## src/hdl/hns_ram.sv

```systemverilog
`default_nettype none

module hns_ram #(
    parameter int WIDTH = 32,
    parameter int DEPTH = 65
) (
    input  wire logic                     clk,
    input  wire logic                     we,
    input  wire logic [$clog2(DEPTH)-1:0] waddr,
    input  wire logic [WIDTH-1:0]         wdata,
    input  wire logic [$clog2(DEPTH)-1:0] raddr,
    output logic [WIDTH-1:0]              rdata
);

    logic [WIDTH-1:0] mem [DEPTH];

    always_ff @(posedge clk)
    begin
        if (we)
        begin
            mem[waddr] <= wdata;
        end
        rdata <= mem[raddr];
    end

endmodule

`default_nettype wire

```

## config.mk

```make
export PLATFORM = sky130hd
export DESIGN_NAME = hns_ram
export DESIGN_NICKNAME = d
export VERILOG_FILES = /design/src/hdl/hns_ram.sv
export SDC_FILE = /design/constraint.sdc
export NUM_CORES = 2
export LEC_CHECK = 0
export ABC_CLOCK_PERIOD_IN_PS = 4950
export BUFFER_PORTS_ARGS = -buffer_cell sky130_fd_sc_hd__buf_2
export CAP_MARGIN = 20
export CORE_ASPECT_RATIO = 1.75
export CORE_MARGIN = 2
export CORE_UTILIZATION = 45
export DETAILED_ROUTE_END_ITERATION = 10
export GPL_TIMING_DRIVEN = 0
export PLACE_DENSITY = 0.63
export RECOVER_POWER = 100
export SLEW_MARGIN = 40
export SYNTH_ARGS = -nofsm -noshare
export SYNTH_HDL_FRONTEND = slang
export SYNTH_SLANG_ARGS = --single-unit
```

## constraint.sdc

```tcl
create_clock -name clk -period 4.95 [get_ports clk]
set_clock_uncertainty 0.15 [all_clocks]
set_input_delay 0.99 -clock clk [delete_from_list [all_inputs] [get_ports clk]]
set_output_delay 0.99 -clock clk [all_outputs]
set_load 0.01 [all_outputs]
```

# Yosys cells after proc, flatten, opt, wreduce, memory -nomap -nowiden
# Memories as Yosys holds them, arrays and structs flattened. A register that Yosys moved wholly into a read port is not among the register bits.
# Cells that the tools add are included.
[word_totals] regBits=0 latch_bits=0 ram_bits=2080 rom_bits=0 elab_cells=3 n_memories=1
[op_classes] addsub=0 n_mul=0 n_div=0 n_lt_le_gt_ge=0 eq_ne=0 shifts=0 muxes=2 bitwise=0 reduce_logical=0
[mem_list] memory="mem" words=65 word_bits=32 read_ports=1 rd_ports_with_merged_regs=1 wr=1 line="15" rtl="logic [WIDTH-1:0] mem [DEPTH];"
[ops] op="$mux 1" n=2

# Depth between registers and ports, before layout
[depth] word_depth=2 mapped_depth=10

# Worst setup path after synthesis
# OpenSTA, ideal clock, no wires.
[synth_timing] path_kind="input to register" start="input we" end="memory mem[18][0] (enable)" t_arrival_ns=3.780 required_ns=4.339 path_slack_ns=0.559 stages=3 path_buffers=1 cell_sequence="clkbuf_1 nand3_1 nor3_1"
[synth_via] elab_chain_len=2
[synth_rtl] item="start: declaration" line="8" rtl="input wire logic we,"
[synth_rtl] item="$mux 1" line="19" rtl="if (we)"
[synth_rtl] item="$mux 1 (implied by the code)" line="21" rtl="mem[waddr] <= wdata;"
[synth_rtl] item="end: declaration" line="15"
# Every way passes these cells.

==> implementation parameters <==
Parameter                              Value

Placement
  Count of buffers from port buffering    74
  Routability cong.    0.956
  Placed wire-length estimate    159 mm
  Instance count after placement with tap cells included    between 6k and 7k

CTS
  Clock tree buffer depth    4
  Insertion delay of the later-clocked pin in the worst-skew pair    830 ps
  # clock sinks    around 2.1k
  Post CTS Setup Buffer Count    0
  Clock tree from TritonCTS    built
  Number of CTS-inserted buffers    between 150 and 200
  Clock slew seen by the registers of the worst setup and hold paths    70 ps
  Clock Tree Root    clkbuf_16
  Resize count post-CTS    0
  CTS Hold Bufs    0
  H-tree level count    4

GRT
  Largest net degree at the start of global routing    66
  Initial antenna violation count    22
  GR Overflow Total    0
  GR Util All Layers    24.9%
  Global-route wire length before repair    318 mm
  Vias in the first global route    41.7k

Routing
  Total wire length after detailed routing    230 mm
  Antenna viol nets, final    0
  Drt wl/cell    33.6 um
  Drt pass-1 iters    5
  Average via count per standard cell    5.99
  Starting DRC count in detailed routing    4,320
  DRC violations left    0
  Vias after detailed routing    41.0k

Pwr
  Clock share of power    39.3%
  Worst IR Drop VDD    a little over 300 uV
  Internal power component    28.1 mW
  Share of total power in combinational logic    between 5 and 6%
  PD cells    394 mW/mm^2
  Share of power burned in registers    55.4%
  Switching share of power    a little over a fifth
  Leakage power total    28.5 nW
  Switching power summed over all nets    7.66 mW
  Total power consumption of the routed design    35.7 mW

Outcome
  Run status    complete, but fails checks
  Violated checks    capacitance limit, slew limit, setup timing

Synth
  Share of the synthesized area in the top cell type    77.2%
  Most used flip-flop cell after synthesis    edfxtp_1
  Synthesized instance count    slightly below 4k
  Number of enable flip-flop cells after synthesis    2,080
  Number of warnings reported in the yosys synthesis log    0
  Post-synthesis sequential area ratio    between 70 and 80%
  Top area cells in the synthesized netlist    edfxtp_1 77%, mux4_2 8.9%, mux2i_1 4.8%
  Number of distinct standard cells referenced by the synthesized netlist    39
  Share of synthesized flip-flops with an asynchronous set or reset    0%
  Post-Synthesis Mean Instance Area    20.9 um^2
  Synth cell count leaders    2,080 x edfxtp_1, 384 x mux2i_1, 320 x mux4_2
  Cell taking the most area after synthesis    edfxtp_1
  Area of the mapped netlist    0.0809 mm^2
  Dominant cell by count in the synthesized netlist    edfxtp_1
  Number of nets in the synthesized netlist    between 3k and 4k
  Count of state elements after synthesis    2,112

Worst setup path
  Req. time, crit path    5540 ps
  Critical path capture point type    flop
  Class of the most critical setup path    in -> reg
  Worst Path Arrival    5580 ps
  Ordered list of cells on the worst path    buf_2 -> clkbuf_2 -> clkbuf_2 -> clkbuf_1 -> clkbuf_1 -> a211oi_1 -> a211oi_2 -> or3_1
  Cell class contributing the biggest share of worst-path delay    buffers and inverters
  Startpoint type of the worst setup path    input port
  Count of buffer and inverter cells on the critical path    5
  CP max-delay cell    clkbuf_1
  Worst Path Max Fanout    10
  Peak per-stage delay on the critical path    about 1200 ps
  Setup slack of the worst register-to-register path    2060 ps

Floorplanning
  Total Die Area    0.183 mm^2
  Rows    just over 200
  Number of top-level design ports    80
  Die X    324 um
  Initial standard-cell utilization of the core    45.3%
  Standard cell core area    0.179 mm^2
  Chip height    565 um

Flow run
  Max_cap viols    43

Timing
  Final critical-path share of the clock period    101%
  Setup-failing EPs final    2
  Worst rel slew slack    -156%
  Upper clock frequency limit    between 0.2 and 0.25 GHz
  Worst-case hold slack    553 ps
  Unrepaired setup endpoints after global routing    false
  Slew at the pin closest to its max-slew limit    3840 ps
  Final Max Tran Viols    2,118
  Worst setup margin    -40.6 ps
  Final min period    4990 ps
  Hold violation count in the final report    0

Layout
  Synth-to-Final Area Change    12.2%
  Finished Layout Cells    6,842
  FILL cells    14.4k
  Share of cells above drive strength 1    roughly 17%
  Fin util    between 50% and 60%
  Number of nets in the layout    between 4k and 5k

Hold path
  Type of the tightest min-delay check    in -> reg
## per-layer routing
metal | GRT usage [%] | up-vias | wire length [um]
met5 | 0 | - | 28
met4 | 17.2 | 4 | 19800
met3 | 3.21 | 576 | 13200
met2 | 44.2 | 1739 | 118000
met1 | 27.8 | 21600 | 78300
li1 | - | 17000 | -
## layout make-up
type / instances / area, um^2 / area share [%]
tap: 2380 / 2980 / 3.28
clock inverter: 89 / 771 / 0.849
multi-input combinational: 1524 / 16800 / 18.5
sequential: 2112 / 63100 / 69.5
clock buffer: 234 / 4920 / 5.42
timing repair buffer: 245 / 936 / 1.03
buffer: 233 / 1220 / 1.34
antenna: 25 / 62.6 / 0.0689
## power groups by stage
stage	logic (mW)	clock network (mW)	registers (mW)
2_1_floorplan	0.883	0	20.2
3_3_place_gp	1.83	0	20.2
3_5_place_dp	1.93	0	20.1
4_1_cts	1.93	14.2	19.8
5_1_grt	1.94	14.8	19.8
6_report	1.88	14.0	19.8
## path summary, 6_finish.rpt
check	depth (start not counted)	to	start
hold reg to reg	3	rdata[4]	mem[64][4]
setup reg to reg	6	rdata[20]	mem[23][20]
hold / removal	3	mem[64][23]	waddr[6]
setup / recovery	8	rdata[18]	raddr[4]
## tightest hold or removal path: cells and delay by family
family / cells / cell delay (ps)
buffers and inverters: 1 / 110
AND/OR/NAND/NOR: 2 / 240
## per-stage QoR
step	TNS, ps	area (um^2)	setup slack, ps
floorplan	0	80900	559
global placement	-1173750	84200	-2530
detailed placement	-7750	87700	-484
CTS	0	93300	381
global route	0	90700	145
finish	-51.6	90800	-40.6
## state kept, by name, indices dropped and copies added (netlist names)
name,cells
rdata,32
mem,2080
## placed cells by master (no fill, tap or decap), types with 33 or more instances in the layout
cell type,n
nor2b_1,103
nand2_1,40
o21ai_1,39
mux2i_1,384
mux4_2,320
a211oi_1,169
or3_1,33
nor2_1,93
clkinv_1,45
edfxtp_1,2080
buf_2,81
o221ai_1,63
clkbuf_1,377
clkbuf_16,190
## cells by family (layout without fill, tap and decap cells)
group,after synthesis,count (layout),share of synthesized area (%)
DFF,2112,2112,78.0
muxes,736,736,14.1
AOI/OAI and AO/OA,480,480,4.35
and+or+nand+nor,308,308,2.01
buffers and inverters,233,801,1.50
other,0,25,0
Power figures use the tool's default switching activity.
