[config.mk]
export PLATFORM = sky130hd
export DESIGN_NAME = hns_norm
export DESIGN_NICKNAME = d
export VERILOG_FILES = /design/src/hdl/hns_pkg.sv /design/src/hdl/hns_norm.sv
export SDC_FILE = /design/constraint.sdc
export NUM_CORES = 2
export LEC_CHECK = 0
export BUFFER_PORTS_ARGS = -buffer_cell sky130_fd_sc_hd__buf_2
export CORE_MARGIN = 2
export CORE_UTILIZATION = 60
export CTS_CLUSTER_DIAMETER = 40
export DETAILED_ROUTE_END_ITERATION = 8
export PLACE_DENSITY = 0.89
export SETUP_SLACK_MARGIN = 0.05
export SLEW_MARGIN = 20
export SYNTH_ARGS = -nofsm -noshare
export SYNTH_HDL_FRONTEND = slang
export SYNTH_SLANG_ARGS = --single-unit
[constraint.sdc]
create_clock -name clk -period 10.83 [get_ports clk]
set_clock_uncertainty 0.15 [all_clocks]
set_input_delay 1.083 -clock clk [delete_from_list [all_inputs] [get_ports clk]]
set_output_delay 1.083 -clock clk [all_outputs]
set_load 0.1 [all_outputs]
[src/hdl/hns_pkg.sv]
`default_nettype none

package hns_pkg;

    localparam int GRID_W      = 7;
    localparam int HEIGHT_W    = 16;
    localparam int SPACE_W     = 16;
    localparam int NORM_W      = 16;
    localparam int NZ_W        = 15;
    localparam int DIFF_W      = 17;
    localparam int MAX_CELLS_D = 64;
    localparam int CFG_IDX_W   = 2;

    localparam logic [NZ_W-1:0] UNIT_Q14 = 15'd16384;

    localparam logic [CFG_IDX_W-1:0] CFG_GRID = 2'd0;
    localparam logic [CFG_IDX_W-1:0] CFG_SX   = 2'd1;
    localparam logic [CFG_IDX_W-1:0] CFG_SY   = 2'd2;

    localparam logic [GRID_W-1:0]  GRID_RST = 7'd64;
    localparam logic [SPACE_W-1:0] SPACE_RST = 16'd256;

    typedef struct packed {
        logic                     start;
        logic signed [DIFF_W-1:0] dhx;
        logic signed [DIFF_W-1:0] dhy;
        logic [SPACE_W-1:0]       sx;
        logic [SPACE_W-1:0]       sy;
    } norm_req_t;

    typedef struct packed {
        logic                     done;
        logic signed [NORM_W-1:0] nx;
        logic signed [NORM_W-1:0] ny;
        logic [NZ_W-1:0]          nz;
    } norm_rsp_t;

endpackage

`default_nettype wire

[src/hdl/hns_norm.sv]
`default_nettype none

module hns_norm (
    input  wire logic             clk,
    input  wire logic             rst_n,
    input  wire hns_pkg::norm_req_t req,
    output hns_pkg::norm_rsp_t    rsp
);

    localparam logic [3:0] N_IDLE  = 4'd0;
    localparam logic [3:0] N_MX    = 4'd1;
    localparam logic [3:0] N_MY    = 4'd2;
    localparam logic [3:0] N_MZ    = 4'd3;
    localparam logic [3:0] N_ZLD   = 4'd4;
    localparam logic [3:0] N_SHIFT = 4'd5;
    localparam logic [3:0] N_SQ0   = 4'd6;
    localparam logic [3:0] N_SQ1   = 4'd7;
    localparam logic [3:0] N_SQ2   = 4'd8;
    localparam logic [3:0] N_SQ3   = 4'd9;
    localparam logic [3:0] N_CA    = 4'd10;
    localparam logic [3:0] N_CAS   = 4'd11;
    localparam logic [3:0] N_CD1   = 4'd12;
    localparam logic [3:0] N_CD2   = 4'd13;
    localparam logic [3:0] N_CD3   = 4'd14;

    localparam int NZ_W = hns_pkg::NZ_W;
    localparam logic [NZ_W-1:0] UNIT_CMP = hns_pkg::UNIT_Q14;

    logic [3:0]  state_reg;
    logic [15:0] mag_x_reg;
    logic [15:0] mag_y_reg;
    logic        pos_x_reg;
    logic        pos_y_reg;
    logic [15:0] sx_reg;
    logic [15:0] sy_reg;
    logic [32:0] ax_reg;
    logic [32:0] ay_reg;
    logic [32:0] az_reg;
    logic [31:0] s_reg;
    logic [29:0] asq_reg;
    logic [NZ_W-1:0] q_reg;
    logic [3:0]  bit_reg;
    logic [1:0]  comp_reg;
    logic [63:0] p_reg;
    logic [NZ_W-1:0] qx_reg;
    logic [NZ_W-1:0] qy_reg;
    logic [NZ_W-1:0] qz_reg;
    logic        done_reg;

    logic [31:0] op_a;
    logic [31:0] op_b;
    logic [14:0] a_sel;
    logic [NZ_W-1:0] t_val;
    logic [15:0] d_val;
    logic        need_shift;
    logic        take;
    logic [31:0] s_sum;
    logic [16:0] dhx_mag;
    logic [16:0] dhy_mag;
    logic [15:0] qx16;
    logic [15:0] qy16;

    assign dhx_mag = req.dhx[16] ? 17'(-req.dhx) : 17'(req.dhx);
    assign dhy_mag = req.dhy[16] ? 17'(-req.dhy) : 17'(req.dhy);

    always_comb
    begin
        case (comp_reg)
            2'd0:    a_sel = ax_reg[14:0];
            2'd1:    a_sel = ay_reg[14:0];
            default: a_sel = az_reg[14:0];
        endcase
    end

    assign t_val = q_reg | (NZ_W'(1) << bit_reg);
    assign d_val = {t_val, 1'b0} - 16'd1;
    assign need_shift = (|ax_reg[32:15]) | (|ay_reg[32:15]) | (|az_reg[32:15]);
    assign take = (t_val <= UNIT_CMP) && (p_reg <= {4'd0, asq_reg, 30'd0});
    assign s_sum = s_reg + p_reg[31:0];

    always_comb
    begin
        op_a = 32'd0;
        op_b = 32'd0;
        unique case (state_reg)
            N_MX:
            begin
                op_a = {16'd0, sy_reg};
                op_b = {16'd0, mag_x_reg};
            end
            N_MY:
            begin
                op_a = {16'd0, sx_reg};
                op_b = {16'd0, mag_y_reg};
            end
            N_MZ:
            begin
                op_a = {16'd0, sx_reg};
                op_b = {16'd0, sy_reg};
            end
            N_SQ0:
            begin
                op_a = {17'd0, ax_reg[14:0]};
                op_b = {17'd0, ax_reg[14:0]};
            end
            N_SQ1:
            begin
                op_a = {17'd0, ay_reg[14:0]};
                op_b = {17'd0, ay_reg[14:0]};
            end
            N_SQ2:
            begin
                op_a = {17'd0, az_reg[14:0]};
                op_b = {17'd0, az_reg[14:0]};
            end
            N_CA:
            begin
                op_a = {17'd0, a_sel};
                op_b = {17'd0, a_sel};
            end
            N_CD1:
            begin
                op_a = {16'd0, d_val};
                op_b = {16'd0, d_val};
            end
            N_CD2:
            begin
                op_a = p_reg[31:0];
                op_b = s_reg;
            end
            default:
            begin
                op_a = 32'd0;
                op_b = 32'd0;
            end
        endcase
    end

    always_ff @(posedge clk)
    begin
        p_reg <= op_a * op_b;
    end

    always_ff @(posedge clk or negedge rst_n)
    begin
        if (!rst_n)
        begin
            state_reg <= N_IDLE;
            done_reg  <= 1'b0;
        end
        else
        begin
            done_reg <= 1'b0;
            unique case (state_reg)
                N_IDLE:
                begin
                    if (req.start)
                    begin
                        mag_x_reg <= dhx_mag[15:0];
                        mag_y_reg <= dhy_mag[15:0];
                        pos_x_reg <= !req.dhx[16] && (req.dhx != '0);
                        pos_y_reg <= !req.dhy[16] && (req.dhy != '0);
                        sx_reg    <= req.sx;
                        sy_reg    <= req.sy;
                        state_reg <= N_MX;
                    end
                end
                N_MX:
                begin
                    state_reg <= N_MY;
                end
                N_MY:
                begin
                    ax_reg    <= p_reg[32:0];
                    state_reg <= N_MZ;
                end
                N_MZ:
                begin
                    ay_reg    <= p_reg[32:0];
                    state_reg <= N_ZLD;
                end
                N_ZLD:
                begin
                    az_reg    <= {p_reg[31:0], 1'b0};
                    state_reg <= N_SHIFT;
                end
                N_SHIFT:
                begin
                    if (need_shift)
                    begin
                        ax_reg <= ax_reg >> 1;
                        ay_reg <= ay_reg >> 1;
                        az_reg <= az_reg >> 1;
                    end
                    else
                    begin
                        state_reg <= N_SQ0;
                    end
                end
                N_SQ0:
                begin
                    state_reg <= N_SQ1;
                end
                N_SQ1:
                begin
                    s_reg     <= p_reg[31:0];
                    state_reg <= N_SQ2;
                end
                N_SQ2:
                begin
                    s_reg     <= s_sum;
                    state_reg <= N_SQ3;
                end
                N_SQ3:
                begin
                    s_reg    <= s_sum;
                    comp_reg <= 2'd0;
                    if (s_sum == 32'd0)
                    begin
                        qx_reg    <= '0;
                        qy_reg    <= '0;
                        qz_reg    <= UNIT_CMP;
                        done_reg  <= 1'b1;
                        state_reg <= N_IDLE;
                    end
                    else
                    begin
                        state_reg <= N_CA;
                    end
                end
                N_CA:
                begin
                    q_reg     <= '0;
                    bit_reg   <= 4'd14;
                    state_reg <= N_CAS;
                end
                N_CAS:
                begin
                    asq_reg   <= p_reg[29:0];
                    state_reg <= N_CD1;
                end
                N_CD1:
                begin
                    state_reg <= N_CD2;
                end
                N_CD2:
                begin
                    state_reg <= N_CD3;
                end
                N_CD3:
                begin
                    if (bit_reg == 4'd0)
                    begin
                        case (comp_reg)
                            2'd0:    qx_reg <= take ? t_val : q_reg;
                            2'd1:    qy_reg <= take ? t_val : q_reg;
                            default: qz_reg <= take ? t_val : q_reg;
                        endcase
                        if (comp_reg == 2'd2)
                        begin
                            done_reg  <= 1'b1;
                            state_reg <= N_IDLE;
                        end
                        else
                        begin
                            comp_reg  <= comp_reg + 2'd1;
                            state_reg <= N_CA;
                        end
                    end
                    else
                    begin
                        if (take)
                        begin
                            q_reg <= t_val;
                        end
                        bit_reg   <= bit_reg - 4'd1;
                        state_reg <= N_CD1;
                    end
                end
                default:
                begin
                    state_reg <= N_IDLE;
                end
            endcase
        end
    end

    assign qx16 = {1'b0, qx_reg};
    assign qy16 = {1'b0, qy_reg};

    assign rsp.done = done_reg;
    assign rsp.nx   = $signed(pos_x_reg ? (16'd0 - qx16) : qx16);
    assign rsp.ny   = $signed(pos_y_reg ? (16'd0 - qy16) : qy16);
    assign rsp.nz   = qz_reg;

endmodule

`default_nettype wire

After elaboration in Yosys (flattened, before gate mapping)
Index checks and enable logic that the tools add are counted.
{ "totals": {"register_bits": 362, "inputBits": 69, "output_inout_bits": 48, "wordCells": 139} }
{ "classes": {"add_sub_neg": 8, "n_mul": 1, "order_cmp": 2, "n_eq_ne": 26, "shifts": 1, "n_mux": 43, "bitwise_logic": 3, "reduce_logical": 35} }
{ "op_table": {"columns": ["cell", "n"], "rows": [
  ["one-hot mux 32 bit (9 select lines)", 1],
  ["one-hot mux 32 bit (8 select lines)", 1],
  ["one-hot mux 33 bit (2 select lines)", 3],
  ["two-way mux 15 bit", 10],
  ["one-hot mux 15 bit (2 select lines)", 5],
  ["two-way mux 33 bit", 3],
  ["less-or-equal comparator 64 x 60 -> 1 bit", 1],
  ["multiplier 32 x 32 -> 64 bit", 1],
  ["two-way mux 16 bit", 4],
  ["one-hot mux 32 bit (2 select lines)", 1],
  ["one-hot mux 4 bit (15 select lines)", 1],
  ["OR reduction 18 bit", 3],
  ["nonzero test 17 bit", 2],
  ["adder 32 bit", 1],
  ["zero test 32 bit", 1],
  ["negator 16 bit", 2],
  ["subtractor 1 x 15 -> 16 bit (first input constant)", 2],
  ["== test 4 bit (second input constant)", 7],
  ["two-way mux 4 bit", 6],
  ["== test 4 x 3 -> 1 bit (second input constant)", 4],
  ["inequality test 2 bit (second input constant)", 8],
  ["subtractor 16 x 1 -> 16 bit (second input constant)", 1],
  ["less-or-equal comparator 15 bit (second input constant)", 1],
  ["OR 15 bit", 1],
  ["24 further kinds", 49]
]} }

Depth between registers and ports, before layout
{ "logic_depth": {"ltp_word": 8, "mapped_depth": 44, "depth_no_buf": 39} }

Worst setup path after synthesis
No wires, ideal clock.
{ "synth_timing": {"path_type": "register to register", "start": "register bit_reg[0]", "end": "register p_reg[63]", "setup_time_ps": 72, "arrival_time_ps": 9617, "t_required_ps": 10608, "path_slack_ps": 991, "path_stages_with_launch": 42, "path_buffers": 5, "period_less_slack_ps": 9839, "cell_sequence": "edfxtp_1 -> inv_1 -> ha_1 -> clkbuf_1 -> and3b_1 -> a2111o_1 -> or4_1 -> buf_2 -> nor3_4 -> mux2i_1 -> a21oi_1 -> o21a_1 -> and4_1 -> buf_6 -> buf_6 -> nor2_1 -> fa_1 -> fa_1 -> [6 not listed] -> fa_1 -> inv_1 -> fa_1 -> inv_1 -> fa_1 -> inv_1 -> ha_1 -> clkbuf_1 -> nand3_1 -> or3_1 -> a31o_2 -> nand3_1 -> o21ai_1 -> a21oi_2 -> a311oi_1 -> or3_1 -> a311oi_1 -> xnor2_1"} }
{ "synth_between": {"elab_chain_cells": 5, "elab_cells_between_ends": 6, "cone_classes": "add/sub (1); mul (1); shift (1); mux (2); bitwise (1)"} }
{ "synth_rtl": {"columns": ["element", "line_no", "text"], "rows": [
  ["from (decl)", "hns_norm.sv:42", "logic [3:0] bit_reg;"],
  ["from (signal assigned)", "hns_norm.sv:276", "bit_reg <= bit_reg - 4'd1;"],
  ["<< shifter 1 x 4 -> 15 bit *", "hns_norm.sv:75", "assign t_val = q_reg | (NZ_W'(1) << bit_reg);"],
  ["OR 15 bit *", "hns_norm.sv:75", null],
  ["subtractor 16 x 1 -> 16 bit *", "hns_norm.sv:76", "assign d_val = {t_val, 1'b0} - 16'd1;"],
  ["one-hot mux 32 bit (9 select lines) or one-hot mux 32 bit (8 select lines) (tied branches)", "hns_norm.sv:85", "unique case (state_reg)"],
  ["multiplier 32 x 32 -> 64 bit *", "hns_norm.sv:141", "p_reg <= op_a * op_b;"],
  ["to (signal assigned)", "hns_norm.sv:141", null],
  ["to (decl)", "hns_norm.sv:44", "logic [63:0] p_reg;"]
]} }
Mark *: on every way between the ends. The rest lies on a longest branch, timed or not.
A chain may end at the register's enable or synchronous reset.

Worst setup path after layout
{ "layout_timing": {"start": "register state_reg[0]", "end": "register p_reg[63]"} }
{ "layout_between": {"elab_chain_cells": 4, "elab_cells_between_ends": 13, "cone_classes": "mul (1); eq/ne (9); mux (2); reduce/logical (1)"} }
{ "layout_rtl": {"columns": ["element", "line_no", "text"], "rows": [
  ["from (decl)", "hns_norm.sv:29", "logic [3:0] state_reg;"],
  ["from (signal assigned)", "hns_norm.sv:148", "state_reg <= N_IDLE;"],
  ["from (signal assigned)", "hns_norm.sv:165", "state_reg <= N_MX;"],
  ["from (signal assigned)", "hns_norm.sv:170", "state_reg <= N_MY;"],
  ["== test 4 x 2 -> 1 bit", "hns_norm.sv:85", null],
  ["OR reduction 2 bit (no source line)", null, null],
  ["one-hot mux 32 bit (8 select lines)", "hns_norm.sv:85", null],
  ["multiplier 32 x 32 -> 64 bit *", "hns_norm.sv:141", null]
]} }
Marks and branches as above.

==> flow_summary_export.csv <==
group,metric,value,unit
outcome,status,"complete, no violations",
die,coreArea,0.0849,mm^2
power_and_ir_drop,leakage,26.8,nW
timing,rsz0062_at_grt,"no",
clock_tree,cts_tree,"done",
routing,routed-via-count,42200,
timing,setup_viol,0,
synthesis,netlist_area,0.0513,mm^2
die,io_pins,117,
clock_tree,h-tree-depth,2,
power_and_ir_drop,intPower,0.00771,W
synthesis,ys_types,95,
power_and_ir_drop,p_switching,0.0103,W
timing,tightest_slew,1.08,ns
final_layout,fin_nets,6997,
clock_tree,cts_hold_buf,0,
global_route,grt_max_degree,99,
synthesis,yosysSeqAreaShare,0.199,
die,die_x,296,um
final_layout,layout_common_cells,"nand2_1 (1,102), inv_1 (1,033), fa_1 (897)",
setup_path,arrival,10.89,ns
setup_path,cp-startpoint,"state_reg[0]",
power_and_ir_drop,seq_power_share,0.126,
clock_tree,cts_root_buf,"clkbuf_16",
final_layout,multi_input_area,0.0361,mm^2
clock_tree,clockBufferDepth,3,
timing,fin_crit_sh,0.974,
die,rows,107,
flow_run,max-cap-violations,0,
hold_path,hp-class,"primary input to asynchronous set/reset pin",
placement,post-place-ws,-0.123,ns
die,die_area,0.0878,mm^2
synthesis,synthCells,5626,
clock_tree,numClockSinks,362,
placement,place_congestion,1.03,
final_layout,n_fill_cell,6509,
routing,drc,0,
setup_path,required,11.17,ns
synthesis,synth_area_per_cell,9.11,um^2
setup_path,setup.worst_path.class,"flop to flop",
power_and_ir_drop,comb_power_share,0.783,
timing,max-slew-margin-rel,0.276,
timing,layout_setup_ws,0.279,ns
power_and_ir_drop,p_sw_frac,0.571,
global_route,antenna_found_initial,5,
die,initial_core_util,0.604,
timing,fin_crit,10.55,ns
setup_path,cp_max_fo,24,
routing,vias_per_cell,6.13,
global_route,grt_pass1_wl,252000,um
setup_path,critPathLaunchType,"flop",
final_layout,area_growth,8.24,%
die,dieHeight,296,um
clock_tree,clk_pin_slew,0.06,ns
final_layout,final_common_cell,"nand2_1",
setup_path,crit_slowest_cell,"and2_1",
routing,wl_per_cell,23.7,um
power_and_ir_drop,power,0.0180,W
placement,hpwl,128000,um
global_route,grt_pass1_vias,44500,
clock_tree,cts_buffers,48,
routing,wl,163000,um
final_layout,drive_gt1_frac,0.0834,
timing,hold_viol,0,
global_route,grtUsageTotal,0.383,
setup_path,critPathMaxStageDelay,0.77,ns
synthesis,postSynth.asyncResetShare,0.0138,
clock_tree,clkLatencyLatePin,0.63,ns
power_and_ir_drop,power_density,324,mW/mm^2
setup_path,crit-reg2reg-launch,"state_reg[0]",
power_and_ir_drop,vdd_ir_drop_max,458,uV
routing,postRouteAntennaNets,0,
power_and_ir_drop,p_clk_frac,0.091,
synthesis,ys_ff_latch,362,
synthesis,syn-num-nets,6929,
setup_path,cpMostUsedCell,"fa_1",
timing,drv_slew,0,
placement,io_buffers,116,
timing,fmax,94.8,MHz
routing,first_pass_iters,9,
synthesis,ys.flop_type,"edfxtp_1",
synthesis,synth_edf_count,293,
routing,drtIter0Drc,4985,
setup_path,cp-end-kind,"flop",
final_layout,largest_reg_flops,64,
synthesis,yosysWarnings,0,
final_layout,seq_area,0.0102,mm^2
global_route,overflow,0,
## Yosys cell counts (all sizes together) (11+ instances only)
cell type     n  area [um^2]
dfxtp        64         1280
a22oi        40          305
and4         22          193
o21a         23          173
and2         58          363
o21ai       119          596
nor2b        18          120
mux2i        11          110
or4          13          101
o31ai        27          203
a21oi       123          619
ha          337         4220
nand2      1102         4140
inv        1034         3880
o21bai       13         97.6
a21boi       15          116
nor3         33          176
buf          43          263
xnor2       101          885
nor2        434         1630
nor4         29          181
nand4        53          338
or3          20          125
nand2b       20          125
clkbuf      263          987
a21o         74          556
nand3        40          200
fa          897        18000
and3         85          532
o41ai        21          184
a31oi        22          138
xor2         39          342
edfxtp      293         8800
## power groups by stage
stage	clock, W	combinational [W]	sequential (W)
after floorplan	0	0.00859	0.00212
after global placement	0	0.0130	0.00226
after detailed placement	0	0.0132	0.00227
after CTS	0.00163	0.0135	0.00224
after global routing	0.00168	0.0151	0.00228
final	0.00163	0.0141	0.00227
## cell type report
type	count	share of cell area
inverters	1035	0.0700
clock inverters	33	0.00699
repair buffers	324	0.0402
flip-flops and latches	362	0.184
diodes	2	0.0000902
multi-input cells	3923	0.651
well taps	1144	0.0258
clock buffers	56	0.0222
## worst max-delay path, delay by kind of cell, from the launching register on
| kind | cells | cell delay (ns) |
|---|---|---|
| AO/OA/AOI/OAI | 7 | 1.56 |
| flip-flops | 1 | 0.53 |
| buffers and inverters | 7 | 1.34 |
| AND/OR/NAND/NOR | 5 | 2.38 |
| adder cells (fa/ha/maj) | 9 | 4.27 |
| XOR/XNOR | 1 | 0.14 |
## final timing paths
path                                     end  slack (ns)  depth (start not counted)
worst max register to register     p_reg[63]        0.28                         29
max in group asynchronous       state_reg[3]       10.09                          1
worst max-delay path               p_reg[63]        0.28                         29
worst min-delay path                done_reg        0.21                          1
min in group clk                  ax_reg[12]        0.38                          2
worst min register to register    ax_reg[12]        0.38                          2
## stage by stage
step	hold WS, ns	TNS (ns)	std cells	instance area, um^2	utilization
6_report	0.207	0	6879	55500	0.654
5_1_grt	0.215	0	6878	55500	0.654
4_1_cts	0.198	0	6872	55300	0.652
3_5_place_dp	0.382	-0.661	6779	53600	0.632
3_3_place_gp	0.377	0	6779	53600	0.632
2_1_floorplan	0.305	0	5626	51300	-
## metal layers
| layer | track usage | wire length (um) |
|---|---|---|
| met1 | 0.471 | 55700 |
| met2 | 0.584 | 71000 |
| met3 | 0.119 | 22700 |
| met4 | 0.251 | 13700 |
| met5 | 0 | 13 |
## logic make-up after synthesis
logic type      count (synthesis)  synth area share
mux                            19           0.00390
xor+xnor                      140            0.0239
compound gates                572            0.0752
buf+inv                      1341             0.100
flops                         362             0.199
fa+ha+maj                    1234             0.432
simple gates                 1958             0.165
## what timing repair did
| action | 4_1_cts | 5_1_grt |
|---|---|---|
| pin swaps | 2 | 6 |
| gates resized for setup | 2 | 39 |
| hold endpoints to repair | 0 | 0 |
| endpoints found under the setup margin | 22 | 27 |
| buffers inserted | 4 | 6 |
Power figures use the tool's default switching activity.
